`src/hdl/msi_interrupt_file_assert.svh`:
```
// Assertion macros for the interrupt file.
`ifndef MSI_INTERRUPT_FILE_ASSERT_SVH
`define MSI_INTERRUPT_FILE_ASSERT_SVH
// Assert that an antecedent implies a consequent in the same cycle.
`define MIF_ASSERT_IMP(lbl, clk, rst_n, a, c) \
  lbl: assert property (@(posedge clk) disable iff (!rst_n) (a) |-> (c)) \
    else $error("assertion failed");
// Assert that an antecedent implies a consequent in the next cycle.
`define MIF_ASSERT_NXT(lbl, clk, rst_n, a, c) \
  lbl: assert property (@(posedge clk) disable iff (!rst_n) (a) |=> (c)) \
    else $error("assertion failed");
`endif

```
`src/hdl/mif_pkg.sv`:
```
// Package with types and constants of the interrupt file.
package mif_pkg;
  localparam int NUM_IDS = 256;
  localparam int NUM_WORDS = NUM_IDS / 32;
  localparam int WA_W = $clog2(NUM_WORDS);
  localparam logic [1:0] CMD_RD = 2'd0;
  localparam logic [1:0] CMD_WR = 2'd1;
  localparam logic [1:0] CMD_MSG = 2'd2;
  localparam logic [7:0] SEL_DELIVERY = 8'h70;
  localparam logic [7:0] SEL_THRESHOLD = 8'h72;
  localparam logic [31:0] APLIC_VALUE = 32'h4000_0000;
  localparam logic [1:0] REG_THR_MASK = 2'd0;
  localparam logic [1:0] REG_APLIC = 2'd1;
  typedef struct packed {
    logic [1:0]  cmd;
    logic [7:0]  sel;
    logic [3:0]  access_bytes;
    logic [11:0] page_offset;
    logic [63:0] wdata;
  } in_t;
  typedef struct packed {
    logic        ok;
    logic [63:0] rdata;
    logic [7:0]  top_id;
    logic        irq;
  } out_t;
endpackage

```
`src/hdl/msi_interrupt_file.sv`:
```
// Top level of the interrupt file: register access, message writes and top identity search.
// A transaction passes through READ, MOD, SCAN and DONE before out_valid rises. The READ
// state reads a word of the pending and enable memories (one word wide, 32 identities per
// word) and the MOD state modifies and writes it back. A 64-bit array access runs this pair
// twice. Then a scan reads every word once through the same memory read port, one word per
// cycle, and checks each registered word in the following cycle to find the lowest pending
// and enabled identity below the threshold. The DONE state then loads the result register.
// in_stall is high while a transaction is at work or a result waits, so a new transaction
// is taken only once the last one is through and its result has been taken. out_valid
// holds the result until taken. Configuration writes over the APB port take effect at
// once; pready is always high.
`include "msi_interrupt_file_assert.svh"
module msi_interrupt_file (
  input  logic               clk,
  input  logic               rst_n,
  input  logic               in_valid,
  output logic               in_stall,
  input  mif_pkg::in_t       in_data,
  output logic               out_valid,
  input  logic               out_stall,
  output mif_pkg::out_t      out_data,
  input  logic               cfg_psel,
  input  logic               cfg_penable,
  input  logic               cfg_pwrite,
  input  logic [2:0]         cfg_paddr,
  input  logic [31:0]        cfg_pwdata,
  output logic [31:0]        cfg_prdata,
  output logic               cfg_pready
);
  typedef enum logic [4:0] {
    S_IDLE = 5'b00001, S_READ = 5'b00010, S_MOD = 5'b00100,
    S_SCAN = 5'b01000, S_DONE = 5'b10000
  } state_t;

  state_t state_r, state_nxt;
  mif_pkg::in_t req_r;
  logic [7:0] thr_mask_r, thr_r;
  logic aplic_r;
  logic [30:0] deliv_r;
  logic [7:0] top_r;
  logic [mif_pkg::NUM_WORDS-1:0] pvalid_r;  // word written since reset, else reads zero
  logic [mif_pkg::NUM_WORDS-1:0] evalid_r;
  logic [31:0] pmem [mif_pkg::NUM_WORDS];
  logic [31:0] emem [mif_pkg::NUM_WORDS];
  logic [31:0] pq_r, eq_r;
  logic [mif_pkg::WA_W-1:0] raddr, waddr_r;
  logic [mif_pkg::WA_W:0] scan_r;
  logic [mif_pkg::WA_W-1:0] scan_q_r;
  logic scan_q_v_r, found_r;
  logic ok_r;
  logic [63:0] rdata_r;
  logic out_v_r;
  logic word_in_r;
  mif_pkg::out_t out_r;

  // ---- configuration port
  logic cfg_wr;
  assign cfg_pready = 1'b1;
  assign cfg_wr = cfg_psel & cfg_penable & cfg_pwrite;
  always_comb begin
    cfg_prdata = '0;
    if (cfg_paddr[2] == mif_pkg::REG_THR_MASK[0]) cfg_prdata = {24'd0, thr_mask_r};
    else cfg_prdata = {31'd0, aplic_r};
  end
  always_ff @(posedge clk) begin
    if (!rst_n) begin
      thr_mask_r <= 8'hFF;
      aplic_r <= 1'b0;
    end else if (cfg_wr) begin
      if (cfg_paddr[2] == mif_pkg::REG_THR_MASK[0]) thr_mask_r <= cfg_pwdata[7:0];
      else if (cfg_paddr[2] == mif_pkg::REG_APLIC[0]) aplic_r <= cfg_pwdata[0];
    end
  end

  // ---- request decode (from held request)
  logic sz_ok, is_arr, is_pend, odd_bad, reg_ok, arr_hit, hit64;
  logic [5:0] woff;
  logic msg_hit;
  logic [31:0] msg_id;
  always_comb begin
    sz_ok = req_r.access_bytes == 4'd4 || req_r.access_bytes == 4'd8;
    is_arr = req_r.sel[7];
    is_pend = ~req_r.sel[6];
    woff = req_r.sel[5:0];
    odd_bad = is_arr && req_r.access_bytes == 4'd8 && woff[0];
    reg_ok = sz_ok && !odd_bad &&
             (is_arr || req_r.sel[7:4] == 4'h7 || req_r.sel[7:4] == 4'h3);
    hit64 = is_arr && req_r.access_bytes == 4'd8;
    arr_hit = is_arr && reg_ok;
    msg_id = req_r.wdata[31:0];
    if (req_r.page_offset == 12'd4)
      msg_id = {msg_id[7:0], msg_id[15:8], msg_id[23:16], msg_id[31:24]};
    msg_hit = (req_r.page_offset == 12'd0 || req_r.page_offset == 12'd4) &&
              msg_id != 32'd0 && msg_id < 32'(mif_pkg::NUM_IDS);
  end

  // word touched: first half of a 64-bit access, then second in a second read-modify pass
  logic [1:0] half_r;
  always_comb begin
    if (req_r.cmd == mif_pkg::CMD_MSG) raddr = msg_id[5 + mif_pkg::WA_W - 1:5];
    else raddr = woff[mif_pkg::WA_W-1:0] + mif_pkg::WA_W'(half_r[0]);
    if (state_r == S_SCAN || state_r == S_MOD) raddr = scan_r[mif_pkg::WA_W-1:0];
  end

  logic mem_rd, word_in;
  logic [mif_pkg::WA_W-1:0] mem_ra;
  always_comb begin
    mem_rd = 1'b0;
    mem_ra = raddr;
    word_in = 1'b1;
    if (state_r == S_READ) begin
      mem_rd = 1'b1;
      word_in = (req_r.cmd == mif_pkg::CMD_MSG) ? 1'b1 :
                ((woff + 6'(half_r[0])) < 6'(mif_pkg::NUM_WORDS));
    end else if (state_r == S_SCAN) begin
      mem_rd = scan_r < (mif_pkg::WA_W+1)'(mif_pkg::NUM_WORDS);
    end
  end

  logic [31:0] pw, ew;
  always_comb begin
    pw = pvalid_r[waddr_r] ? pq_r : 32'd0;
    ew = evalid_r[waddr_r] ? eq_r : 32'd0;
  end

  always_ff @(posedge clk) begin
    if (mem_rd) begin
      pq_r <= pmem[mem_ra];
      eq_r <= emem[mem_ra];
    end
  end

  // write back word
  logic wen_p, wen_e, ww_v;
  logic [31:0] wword;
  logic [31:0] wsrc;
  always_comb begin
    wen_p = 1'b0;
    wen_e = 1'b0;
    wsrc = half_r[0] ? req_r.wdata[63:32] : req_r.wdata[31:0];
    wword = wsrc;
    ww_v = state_r == S_MOD && half_r[1];
    if (ww_v) begin
      if (req_r.cmd == mif_pkg::CMD_MSG) begin
        wen_p = msg_hit && req_r.access_bytes == 4'd4;
        wword = pw | (32'd1 << msg_id[4:0]);
      end else if (req_r.cmd == mif_pkg::CMD_WR && arr_hit && word_in_r) begin
        if (waddr_r == '0) wword[0] = 1'b0;
        wen_p = is_pend;
        wen_e = !is_pend;
      end
    end
  end
  always_ff @(posedge clk) begin
    if (wen_p) pmem[waddr_r] <= wword;
    if (wen_e) emem[waddr_r] <= wword;
  end

  // ---- scan: lowest set bit of a word
  logic [31:0] cand;
  logic [4:0] lsb;
  logic lsb_v;
  logic [7:0] cand_base;
  always_comb begin
    cand = (pvalid_r[scan_q_r] ? pq_r : 32'd0) & (evalid_r[scan_q_r] ? eq_r : 32'd0);
    lsb = '0;
    lsb_v = 1'b0;
    for (int i = 31; i >= 0; i--) begin
      if (cand[i]) begin
        lsb = 5'(i);
        lsb_v = 1'b1;
      end
    end
    cand_base = 8'({scan_q_r, lsb});
  end

  // ---- control
  logic [31:0] dwv;
  always_comb begin
    dwv = req_r.wdata[31:0];
    // a nonzero upper word never matches the aplic value; keep bit 0 only
    if (req_r.access_bytes == 4'd8 && req_r.wdata[63:32] != 32'd0)
      dwv = {31'd0, req_r.wdata[0]};
  end

  always_comb begin
    state_nxt = state_r;
    unique case (state_r)
      S_IDLE: if (in_valid && !in_stall) state_nxt = S_READ;
      S_READ: state_nxt = S_MOD;
      S_MOD:  state_nxt = (hit64 && req_r.cmd != mif_pkg::CMD_MSG && !half_r[0]
                           && arr_hit) ? S_READ : S_SCAN;
      S_SCAN: if (!scan_q_v_r && scan_r == (mif_pkg::WA_W+1)'(mif_pkg::NUM_WORDS))
                state_nxt = S_DONE;
      S_DONE: state_nxt = S_IDLE;
      default: state_nxt = S_IDLE;
    endcase
  end

  assign in_stall = (state_r != S_IDLE) || out_v_r;

  always_ff @(posedge clk) begin
    if (!rst_n) begin
      state_r <= S_IDLE;
      pvalid_r <= '0;
      evalid_r <= '0;
      deliv_r <= '0;
      thr_r <= '0;
      top_r <= '0;
      out_v_r <= 1'b0;
      half_r <= '0;
      scan_r <= '0;
      scan_q_v_r <= 1'b0;
      found_r <= 1'b0;
    end else begin
      state_r <= state_nxt;
      if (out_v_r && !out_stall) out_v_r <= 1'b0;
      if (wen_p) pvalid_r[waddr_r] <= 1'b1;
      if (wen_e) evalid_r[waddr_r] <= 1'b1;
      unique case (state_r)
        S_IDLE: begin
          if (in_valid && !in_stall) begin
            req_r <= in_data;
            half_r <= 2'b00;
            rdata_r <= '0;
          end
        end
        S_READ: begin
          waddr_r <= raddr;
          word_in_r <= word_in;
          half_r[1] <= 1'b1;
        end
        S_MOD: begin
          if (arr_hit && req_r.cmd == mif_pkg::CMD_RD && word_in_r) begin
            if (half_r[0]) rdata_r[63:32] <= is_pend ? pw : ew;
            else rdata_r[31:0] <= is_pend ? pw : ew;
          end
          if (req_r.cmd == mif_pkg::CMD_WR && reg_ok) begin
            if (req_r.sel == mif_pkg::SEL_DELIVERY && !half_r[0]) begin
              if (aplic_r && dwv == mif_pkg::APLIC_VALUE) deliv_r <= dwv[30:0];
              else deliv_r <= {30'd0, dwv[0]};
            end
            if (req_r.sel == mif_pkg::SEL_THRESHOLD && !half_r[0])
              thr_r <= req_r.wdata[7:0] & thr_mask_r;
          end
          if (req_r.cmd == mif_pkg::CMD_RD && reg_ok) begin
            if (req_r.sel == mif_pkg::SEL_DELIVERY) rdata_r <= {33'd0, deliv_r};
            if (req_r.sel == mif_pkg::SEL_THRESHOLD) rdata_r <= {56'd0, thr_r};
          end
          half_r <= {1'b0, 1'b1};
          scan_r <= '0;
          scan_q_v_r <= 1'b0;
          found_r <= 1'b0;
          ok_r <= (req_r.cmd == mif_pkg::CMD_MSG) ? (req_r.access_bytes == 4'd4) :
                  (req_r.cmd == mif_pkg::CMD_RD || req_r.cmd == mif_pkg::CMD_WR) && reg_ok;
        end
        S_SCAN: begin
          // advance one word a cycle; the registered word is checked in the next cycle
          scan_q_v_r <= mem_rd;
          scan_q_r <= scan_r[mif_pkg::WA_W-1:0];
          if (mem_rd) scan_r <= scan_r + 1'b1;
          if (scan_q_v_r && lsb_v && !found_r) begin
            found_r <= 1'b1;
            top_r <= (thr_r == 8'd0 || cand_base < thr_r) ? cand_base : 8'd0;
          end
          if (!scan_q_v_r && scan_r == (mif_pkg::WA_W+1)'(mif_pkg::NUM_WORDS) && !found_r)
            top_r <= 8'd0;
        end
        S_DONE: begin
          // message of wrong size or unknown command leaves state as is
          out_v_r <= 1'b1;
          out_r.ok <= ok_r;
          out_r.rdata <= (req_r.cmd == mif_pkg::CMD_RD && ok_r) ? rdata_r : 64'd0;
          out_r.top_id <= top_r;
          out_r.irq <= req_r.cmd == mif_pkg::CMD_MSG && ok_r &&
                       deliv_r == 31'd1 && top_r != 8'd0;
        end
        default: ;
      endcase
    end
  end

  assign out_valid = out_v_r;
  assign out_data = out_r;

  `MIF_ASSERT_IMP(a_stall_busy, clk, rst_n, state_r != S_IDLE, in_stall)
  `MIF_ASSERT_NXT(a_done_out, clk, rst_n, state_r == S_DONE, out_v_r)
  `MIF_ASSERT_IMP(a_one_write, clk, rst_n, wen_p || wen_e, state_r == S_MOD)
endmodule

```
`config.mk`:
```
export PLATFORM = sky130hd
export DESIGN_NAME = msi_interrupt_file
export DESIGN_NICKNAME = d
export VERILOG_FILES = /design/src/hdl/mif_pkg.sv /design/src/hdl/msi_interrupt_file.sv
export VERILOG_INCLUDE_DIRS = /design/src /design/src/hdl
export SDC_FILE = /design/constraint.sdc
export NUM_CORES = 1
export LEC_CHECK = 0
export BUFFER_PORTS_ARGS = -buffer_cell sky130_fd_sc_hd__buf_2
export CAP_MARGIN = 20
export CORE_ASPECT_RATIO = 1.5
export CORE_MARGIN = 2
export CORE_UTILIZATION = 50
export DETAILED_ROUTE_END_ITERATION = 8
export PLACE_DENSITY = 0.68
export SETUP_SLACK_MARGIN = 0.2
export SLEW_MARGIN = 10
export SYNTH_ARGS = -nofsm -noshare
export SYNTH_HDL_FRONTEND = slang
export SYNTH_SLANG_ARGS = --single-unit
export TNS_END_PERCENT = 30
```
`constraint.sdc`:
```
create_clock -name clk -period 14.9 [get_ports clk]
set_clock_uncertainty 0.15 [all_clocks]
set_input_delay 2.235 -clock clk [delete_from_list [all_inputs] [get_ports clk]]
set_output_delay 2.235 -clock clk [all_outputs]
set_load 0.005 [all_outputs]
```
# Word level (Yosys, flattened, before mapping)
# Memory sizes are Yosys's and may differ from the RTL's. A register that Yosys moved wholly into a read port is not among the register bits.
# Index checks and enable logic that the tools add are counted.
[totals]
ramBits = 512
output_inout_bits = 109
inputBits = 132
elab_cells = 278
reg_bits = 322
mem_count = 2
[op_classes]
add_sub_neg = 3
n_reduce_logical = 76
bitwise_logic = 9
magnitude_cmp = 7
eq_ne = 23
n_mux = 129
n_shift = 1
[mem_list]
columns = ["memory", "depth", "width", "read_ports", "rd_clocked_by_memory_dff", "wr", "line_no", "source"]
rows = [
  ["emem", 8, 32, 1, 1, 1, "msi_interrupt_file.sv:44", "logic [31:0] emem [mif_pkg::NUM_WORDS];"],
  ["pmem", 8, 32, 1, 1, 1, "msi_interrupt_file.sv:43", "logic [31:0] pmem [mif_pkg::NUM_WORDS];"],
]
[ops]
columns = ["operator", "count"]
rows = [
  ["32-bit 2-to-1 mux", 11],
  ["64-bit 2-to-1 mux", 5],
  ["5-bit 2-to-1 mux", 34],
  ["64-bit case mux with 2 select lines", 1],
  ["32-bit nonzero test", 2],
  ["31-bit 2-to-1 mux", 2],
  ["1-bit 2-to-1 mux", 56],
  ["1-bit logical AND", 34],
  ["32-bit bitwise AND", 1],
  ["32-bit by 31-bit equality test with 1-bit output, second input constant", 1],
  ["32-bit by 9-bit < comparator with 1-bit output, second input constant", 1],
  ["8-bit 2-to-1 mux", 4],
  ["32-bit OR", 1],
  ["1-bit by 5-bit << shifter with 32-bit output, first input constant", 1],
  ["31-bit by 1-bit equality test with 1-bit output, second input constant", 1],
  ["2-bit AND reduction", 12],
  ["5-bit case mux with 4 select lines", 1],
  ["8-bit by 7-bit equality test with 1-bit output, second input constant", 2],
  ["8-bit OR", 2],
  ["1-bit binary-select mux with 3-bit select", 4],
  ["12-bit by 3-bit equality test with 1-bit output, second input constant", 1],
  ["12-bit zero test", 1],
  ["3-bit AND reduction", 4],
  ["8-bit bitwise AND", 1],
  ["other kinds (38)", 65],
]

# Logic depth before layout (Yosys ltp)
# Gate-level depths: netlist of the first run.
[logic_depth]
word_depth = 41
mapped_depth = 12

# Least setup slack after synthesis of the first run
# Ideal clock, no wire load.
[synth_path]
path_kind = "flip-flop to flip-flop"
from = "register req_r[67] in the netlist's numbering"
to = "memory pmem[2][0], enable pin"
arrival_ns = 6.773
period_less_slack_ns = 7.518
setup_slack_ns = 7.382
setup_time_ns = 0.595
stages_incl_launch_ff = 8
required_ns = 14.155
cell_sequence = "edfxtp_1 -> nor4_4 -> nand4_1 -> buf_2 -> mux2i_1 -> o2111ai_1 -> clkbuf_1 -> a2111oi_0"
[synth_via]
elab_chain_cells = 10
elab_cells_between_ends = 13
classes_between = "order compare (1); eq/ne (1); mux (5); reduce/logical (6)"
[synth_lines]
columns = ["element", "line_no", "source"]
rows = [
  ["start: declaration", "msi_interrupt_file.sv:36", "mif_pkg::in_t req_r;"],
  ["start signal: assignment", "msi_interrupt_file.sv:223", "req_r <= in_data;"],
  ["parallel branches: the longest is 4 deep, another holds 32-bit by 9-bit < comparator with 1-bit output", "--", ""],
  ["1-bit logical AND (*)", "msi_interrupt_file.sv:94", "msg_id != 32'd0 && msg_id < 32'(mif_pkg::NUM_IDS);"],
  ["1-bit logical AND (*)", "msi_interrupt_file.sv:145", "wen_p = msg_hit && req_r.access_bytes == 4'd4;"],
  ["1-bit 2-to-1 mux (*)", "msi_interrupt_file.sv:144", "if (req_r.cmd == mif_pkg::CMD_MSG) begin"],
  ["1-bit 2-to-1 mux (*)", "msi_interrupt_file.sv:143", "if (ww_v) begin"],
  ["1-bit 2-to-1 mux (*)", "msi_interrupt_file.sv:155", "if (wen_p) pmem[waddr_r] <= wword;"],
  ["1-bit 2-to-1 mux (implied by the code) (*)", "msi_interrupt_file.sv:155", ""],
  ["end: declaration", "msi_interrupt_file.sv:43", ""],
]
# Mark *: on every way between the ends.

# Final worst setup path of the first run
[layout_path]
from = "register req_r[89] in the netlist's numbering"
to = "register eq_r[16], read port of emem, data pin"
[layout_via]
elab_chain_cells = 3
[layout_lines]
columns = ["element", "line_no", "source"]
rows = [
  ["2-bit equality test", "msi_interrupt_file.sv:100", "if (req_r.cmd == mif_pkg::CMD_MSG) raddr = msg_id[5 + mif_pkg::WA_W - 1:5];"],
  ["3-bit 2-to-1 mux", "msi_interrupt_file.sv:100", ""],
  ["3-bit 2-to-1 mux", "msi_interrupt_file.sv:102", "if (state_r == S_SCAN || state_r == S_MOD) raddr = scan_r[mif_pkg::WA_W-1:0];"],
  ["end: declaration", "msi_interrupt_file.sv:45", "logic [31:0] pq_r, eq_r;"],
]
# No other way between the ends.
# A chain may end at the register's enable or synchronous reset.

==> summary.txt, run 1 <==
Layout
  – Layout cell share with drive strength beyond 1: between 10% and 20%
  – Multi-input gate area: ~11000 um2
  – Fillers: roughly 6000
  – Area Overhead vs Synth: 12.2%
  – Layout Cells excl Fill: 4006
  – Nets: 3074
  – FF+latch area: around 26000 um2

Detailed routing
  – DR WL/cell: 28.8 um
  – Routed vias: 26451
  – Drt pass-1 iters: 6
  – Iter 0 DRT Violations: approximately 2900
  – Via density: about 6.6
  – DRT antenna net count: 0
  – WL final: ~120000 um
  – DRC: 0

Global route
  – Initial antenna violation count: 5
  – Vias in the first global route: 25540
  – Largest net degree at the start of global routing: between 100 and 150
  – First-pass GRT wire length: around 170000 um
  – Gr usage total: roughly 29%
  – GRT overflow: 0

Setup path
  – R2r endpoint: eq_r[16]$_DFFE_PP_
  – R2R cell count: 9
  – R2r startpoint: req_r[89]$_DFFE_PP_
  – CP arrival: approximately 6.1 ns
  – CP endpoint: eq_r[16]$_DFFE_PP_
  – Worst Setup Path Type: register to register
  – Worst-path fanout max: about 110
  – CP startpoint kind: register
  – Worst R2R Setup Slack: 9.04 ns
  – Crit path from: req_r[89]$_DFFE_PP_
  – Worst Setup End Kind: register
  – Required @ worst endpoint: 15.10 ns

Timing
  – Worst Max-Slew Pin Slew: 1.24 ns
  – Slew headroom: between 15 and 20%
  – Final Hold Viols: 0
  – Fin crit share: between 30 and 40%
  – Final setup fails: 0
  – Total negative slack: 0 ns
  – Achievable Freq: 0.171 GHz
  – Setup repair after global routing missed its margin: false
  – Count of pins over their slew limit: 0
  – Final Critical Period: just under 6 ns

Pwr
  – Internal power: around 4.3 mW
  – Sw power: ~1.6 mW
  – Leakage: 14.4 nW
  – Logic pwr share: a little over an eighth
  – Peak VDD IR: 0.0741 mV
  – Part of the power in registers: between 50% and 60%
  – Power Density: roughly 140 nW/um2
  – Sw frac: roughly 27%
  – Clock share of power: approximately 36%

Worst hold path
  – Worst hold path class: register to register

Clocking
  – CTS tree: done
  – TritonCTS Buffers: just over 80
  – Clock Sinks: approximately 900
  – Clock latency on the worst-skew pair: 0.66 ns
  – Post-CTS setup buffers: 0
  – Clock-pin slew on the worst setup and hold paths: ~0.07 ns
  – CTS Root Cell: clkbuf_16
  – Clk buf depth: 3
  – H-tree depth: 3
  – Post-CTS Resized: 0
  – Cts hold-fix bufs: 0

Floorplan
  – Die H: about 340 um
  – DIE AREA: 79200 um2
  – Die X: 230 um
  – Starting Density: between 50% and 60%
  – IO Count: 241
  – Rows: around 120
  – Area of the core: 76200 um2

Place
  – Hpwl dp: approximately 72000 um
  – Placer Congestion: 0.948
  – Placed insts: a little under 4000
  – I/O Buffers: between 150 and 200

Yosys
  – Sequential area share after synthesis: just under 70%
  – Cells after synthesis: about 2800
  – Async SR Flop Fraction: 0%
  – Synth Warn #: 0
  – EDFF count, synth: between 800 and 900
  – Main synth FF type: edfxtp_1
  – Mapped Area: between 30000 and 40000 um2
  – Yosys reg bits: 898
  – Synth cell types: 76
  – Post-synthesis average cell area: between 10 and 15 um2

Outcome
  – Status: finished clean

Flow run
  – Max-Cap Viols: 0
through the flow:
stage          worst slack, ns  hold WS [ns]  power, mW  area (um2)  util (%)
2_1_floorplan             7.38         0.280       3.53       38500         -
3_3_place_gp              9.36         0.295       3.78       40300      52.9
3_5_place_dp              9.19         0.301       3.81       40300      52.9
4_1_cts                   9.16         0.311       5.89       43000      56.4
5_1_grt                   8.98         0.335       6.07       43100      56.6
6_report                  9.04         0.315       5.90       43100      56.6
cell type report:
type	instances	share of cell area, %
sequential	898	60.6
multi-input combinational	1625	26.2
clock buffer	101	4.97
clock inverter	47	1.16
tap	1008	2.93
antenna	2	0.0116
timing repair buffer	275	3.72
inverter	50	0.438
per-layer routing:
layer	global-route usage, %	vias to the layer above	wire (um)
met3	5.31	339	9210
met5	0	-	23
met2	49.4	1411	57300
met4	18.9	4	8430
met1	33.0	13159	40400
li1	-	11538	-
flip-flops by register name, indices dropped and copies added (netlist names), 2 cells and up:
name / cells
emem: 256
evalid_r: 8
pvalid_r: 8
pq_r: 32
deliv_r: 31
top_r: 8
thr_mask_r: 8
scan_q_r: 3
out_data: 74
rdata_r: 64
waddr_r: 3
eq_r: 32
scan_r: 4
state_r: 5
half_r: 2
pmem: 256
thr_r: 8
req_r: 89
cell usage after synthesis (12+ instances only):
library cell / instances / area share [%]
a21boi_0: 128 / 2.5
edfxtp_1: 812 / 63
dfxtp_1: 86 / 4.5
o21ai_0: 53 / 0.69
nor4_1: 34 / 0.55
a22oi_1: 23 / 0.45
clkbuf_1: 201 / 2.0
a21oi_1: 84 / 1.1
a22o_1: 14 / 0.32
o31ai_1: 67 / 1.3
inv_1: 48 / 0.47
a32o_1: 16 / 0.42
nand4_1: 12 / 0.20
nor2b_1: 21 / 0.34
a311o_1: 63 / 1.6
buf_4: 25 / 0.49
and2_1: 14 / 0.23
a221oi_1: 54 / 1.2
and3_1: 196 / 3.2
o211ai_1: 12 / 0.23
buf_2: 34 / 0.44
a211oi_1: 140 / 2.7
o221ai_1: 63 / 1.4
o21a_1: 15 / 0.29
o22ai_1: 86 / 1.4
nor2_1: 65 / 0.63
nand3_1: 101 / 1.3
nand2_1: 119 / 1.2
mux2i_1: 52 / 1.4
nor3_1: 37 / 0.48
power groups by stage:
stage | registers [mW] | logic (mW) | clock network, mW
finish | 3.00 | 0.790 | 2.10
CTS | 3.00 | 0.767 | 2.13
floorplan | 3.00 | 0.525 | 0
global placement | 3.05 | 0.735 | 0
global route | 3.00 | 0.846 | 2.22
detailed placement | 3.05 | 0.764 | 0
worst max-delay path, cell delays in order, from the launching register on:
cell and delay [ns]:
edfxtp_1 0.57, nor2b_1 0.66, a211o_2 0.26, buf_4 0.35, and2_4 0.68, buf_4 0.77
buf_4 0.85, and3_1 0.27, a211oi_1 0.05, o31ai_1 0.76
kinds of logic after synthesis:
| logic type | synth area share [%] |
|---|---|
| mux | 1.91 |
| compound gates | 17.0 |
| other cells | 0.0195 |
| xor+xnor | 0.114 |
| simple gates | 9.04 |
| flops | 67.9 |
| buf+inv | 3.66 |
| fa+ha+maj | 0.358 |
worst min path at each step:
stage | start | end | slack [ns] | cells past startpoint
after floorplan | top_r[0]$_SDFFE_PN0P_ | out_data[1]$_DFFE_PP_ | 0.28 | 0
after global placement | deliv_r[22]$_SDFFE_PN0P_ | deliv_r[22]$_SDFFE_PN0P_ | 0.30 | 2
after detailed placement | deliv_r[26]$_SDFFE_PN0P_ | deliv_r[26]$_SDFFE_PN0P_ | 0.30 | 2
after CTS | deliv_r[26]$_SDFFE_PN0P_ | deliv_r[26]$_SDFFE_PN0P_ | 0.31 | 2
after global routing | deliv_r[19]$_SDFFE_PN0P_ | deliv_r[19]$_SDFFE_PN0P_ | 0.34 | 2
final | deliv_r[15]$_SDFFE_PN0P_ | deliv_r[15]$_SDFFE_PN0P_ | 0.31 | 2
cell usage in the layout, fill, tap and decap left out, drive strengths merged, types with 67 or more instances in the layout:
| master | instances |
|---|---|
| a21oi | 84 |
| dfxtp | 86 |
| buf | 272 |
| edfxtp | 812 |
| a211oi | 140 |
| clkbuf | 104 |
| nand2 | 119 |
| and3 | 196 |
| o31ai | 67 |
| o22ai | 86 |
| nand3 | 101 |
| a21boi | 128 |
No activity file was read; power rests on OpenSTA's default activity.
==> run 2, diff against run 1 <==
clock period = 5.66 ns   (was 14.9 ns; I/O delays follow)
==> summary.txt, run 2 (synthesis gave the netlist of run 1 again) <==
Outcome
  – Status: finished clean (unchanged)

Floorplan
  – Area of the core: 76200 um2 (unchanged)
  – DIE AREA: 79200 um2 (unchanged)
  – Die H: 344 um (unchanged)
  – IO Count: 241 (unchanged)
  – Starting Density: 50.5% (unchanged)
  – Rows: 124 (unchanged)
  – Die X: 230 um (unchanged)

Timing
  – Final setup fails: 0 (unchanged)
  – Final Hold Viols: 0 (unchanged)
  – Count of pins over their slew limit: 0 (unchanged)
  – Final Critical Period: 4.31 ns (was 5.86 ns)
  – Setup repair after global routing missed its margin: false (unchanged)
  – Achievable Freq: 0.232 GHz (was 0.171 GHz)
  – Worst Max-Slew Pin Slew: 1.08 ns (was 1.24 ns)
  – PnR worst setup slack: 1.35 ns (was 9.04 ns)
  – Fin crit share: 76.1% (was 39.3%)
  – Slew headroom: 26.2% (was 15.2%)

Clocking
  – Cts hold-fix bufs: 0 (unchanged)
  – Post-CTS setup buffers: 0 (unchanged)
  – Clock Sinks: 898 (unchanged)
  – CTS Root Cell: clkbuf_16 (unchanged)
  – Clock-pin slew on the worst setup and hold paths: 0.06 ns (was 0.07 ns)
  – H-tree depth: 3 (unchanged)
  – CTS tree: done (unchanged)
  – Post-CTS Resized: 0 (unchanged)
  – TritonCTS Buffers: 81 (unchanged)
  – Clk buf depth: 3 (unchanged)
  – Clock latency on the worst-skew pair: 0.66 ns (about the same)

Layout
  – Most common cell after layout, fill and taps aside: edfxtp_1 (unchanged)
  – Layout cell share with drive strength beyond 1: 15.8% (was 15.5%)
  – Nets: 3085 (was 3074)
  – Share of the core filled with cells: 56.9% (was 56.6%)
  – Area Overhead vs Synth: 12.8% (was 12.2%)
  – Commonest cells after routing, fill and taps aside: edfxtp_1 (812), and3_1 (194), buf_2 (189) (unchanged)
  – Biggest regs: emem (256), pmem (256), req_r (89) (unchanged)

Flow run
  – Max-Cap Viols: 0 (unchanged)

Setup path
  – CP peak stage delay: 0.91 ns (was 0.85 ns)
  – R2R cell count: 7 (was 9)
  – Crit path depth: 7 (was 9)
  – CP max stage cell: nor4_1 (was buf_4)
  – R2r startpoint: req_r[8]$_DFFE_PP_ (was req_r[89]$_DFFE_PP_)
  – CP arrival: 4.44 ns (was 6.06 ns)
  – Crit path max-delay family: simple AND/OR/NAND/NOR gates (was buffers and inverters)
  – Worst-path fanout max: 32 (was 107)
  – Worst R2R Setup Slack: 1.35 ns (was 9.04 ns)
  – CP startpoint kind: register (unchanged)
  – Worst Setup Path Type: register to register (unchanged)
  – Worst Setup End Kind: register (unchanged)
  – Crit path from: req_r[8]$_DFFE_PP_ (was req_r[89]$_DFFE_PP_)
  – Critical path, cell by cell: nor4_1, nand4_1, nor4_1, o2111ai_2, buf_4, a2111oi_4, buf_4 (was nor2b_1, a211o_2, buf_4, and2_4, buf_4, buf_4, and3_1, a211oi_1, o31ai_1)
  – Worst path bufs/invs: 2 (was 3)
  – Required @ worst endpoint: 5.79 ns (was 15.10 ns)

Worst hold path
  – Hold Path Stages: 1 (was 2)
  – Hold path startpoint: in_data[21] (was deliv_r[15]$_SDFFE_PN0P_)
  – Worst hold path class: input port to register (was register to register)

Detailed routing
  – Drt pass-1 iters: 6 (unchanged)
  – DRT antenna net count: 0 (unchanged)
  – WL final: 116000 um (was 115000 um)
  – Routed vias: 26522 (was 26451)
  – Via density: 6.60 (about the same)
  – DRC: 0 (unchanged)
  – Iter 0 DRT Violations: 2671 (was 2891)
  – DR WL/cell: 28.8 um (about the same)

Pwr
  – Power Density: 360 nW/um2 (was 137 nW/um2)
  – Leakage: 14.4 nW (about the same)
  – Peak VDD IR: 0.237 mV (was 0.0741 mV)
  – Final Power: 15.6 mW (was 5.90 mW)

Place
  – Pre-CTS setup slack: 1.30 ns (was 9.19 ns)
  – Hpwl dp: 72800 um (was 72100 um)
  – Placer Congestion: 0.972 (was 0.948)
  – I/O Buffers: 189 (unchanged)

Global route
  – Initial antenna violation count: 6 (was 5)
  – Gr usage total: 28.8% (was 28.7%)
  – Largest net degree at the start of global routing: 210 (was 132)
  – First-pass GRT wire length: 168000 um (was 167000 um)
  – Vias in the first global route: 25856 (was 25540)
  – GRT overflow: 0 (unchanged)
==> run 2: power by group <==
part	switching, mW	internal, mW
clock network	2.44	3.16
registers	0.268	7.64
logic	1.45	0.662
==> run 2: through the flow <==
| stage | hold WS (ns) | TNS (ns) | instances | area (um2) |
|---|---|---|---|---|
| 2_1_floorplan | 0.280 | -36.19 | 2847 | 38500 |
| 3_3_place_gp | 0.299 | 0 | 3855 | 40500 |
| 3_5_place_dp | 0.305 | 0 | 3856 | 40500 |
| 4_1_cts | 0.197 | 0 | 4005 | 43200 |
| 5_1_grt | 0.211 | 0 | 4019 | 43300 |
| 6_report | 0.220 | 0 | 4020 | 43300 |
==> run 2: area by class of cell <==
cell class              instances  area (um2)
well taps                    1008        1260
clock buffers                 108        2230
inverters                      50         189
flip-flops and latches        898       26100
diodes                          4        10.0
multi-input cells            1625       11300
clock inverters                41         448
repair buffers                286        1780
fillers                      5971       32800
==> run 2: per-layer routing <==
layer / wire length, um / track usage [%] / up-vias
met4: 8470 / 19.3 / 2
met5: 11 / 0 / -
met3: 8890 / 4.82 / 322
met1: 40900 / 33.3 / 13264
li1: - / - / 11562
met2: 57400 / 49.3 / 1372
==> run 2: worst paths after layout <==
check                                           endpoint
worst min register to register  deliv_r[12]$_SDFFE_PN0P_
worst max register to register     pmem[2][26]$_DFFE_PP_
worst max-delay path               pmem[2][26]$_DFFE_PP_
worst min-delay path                 req_r[21]$_DFFE_PP_
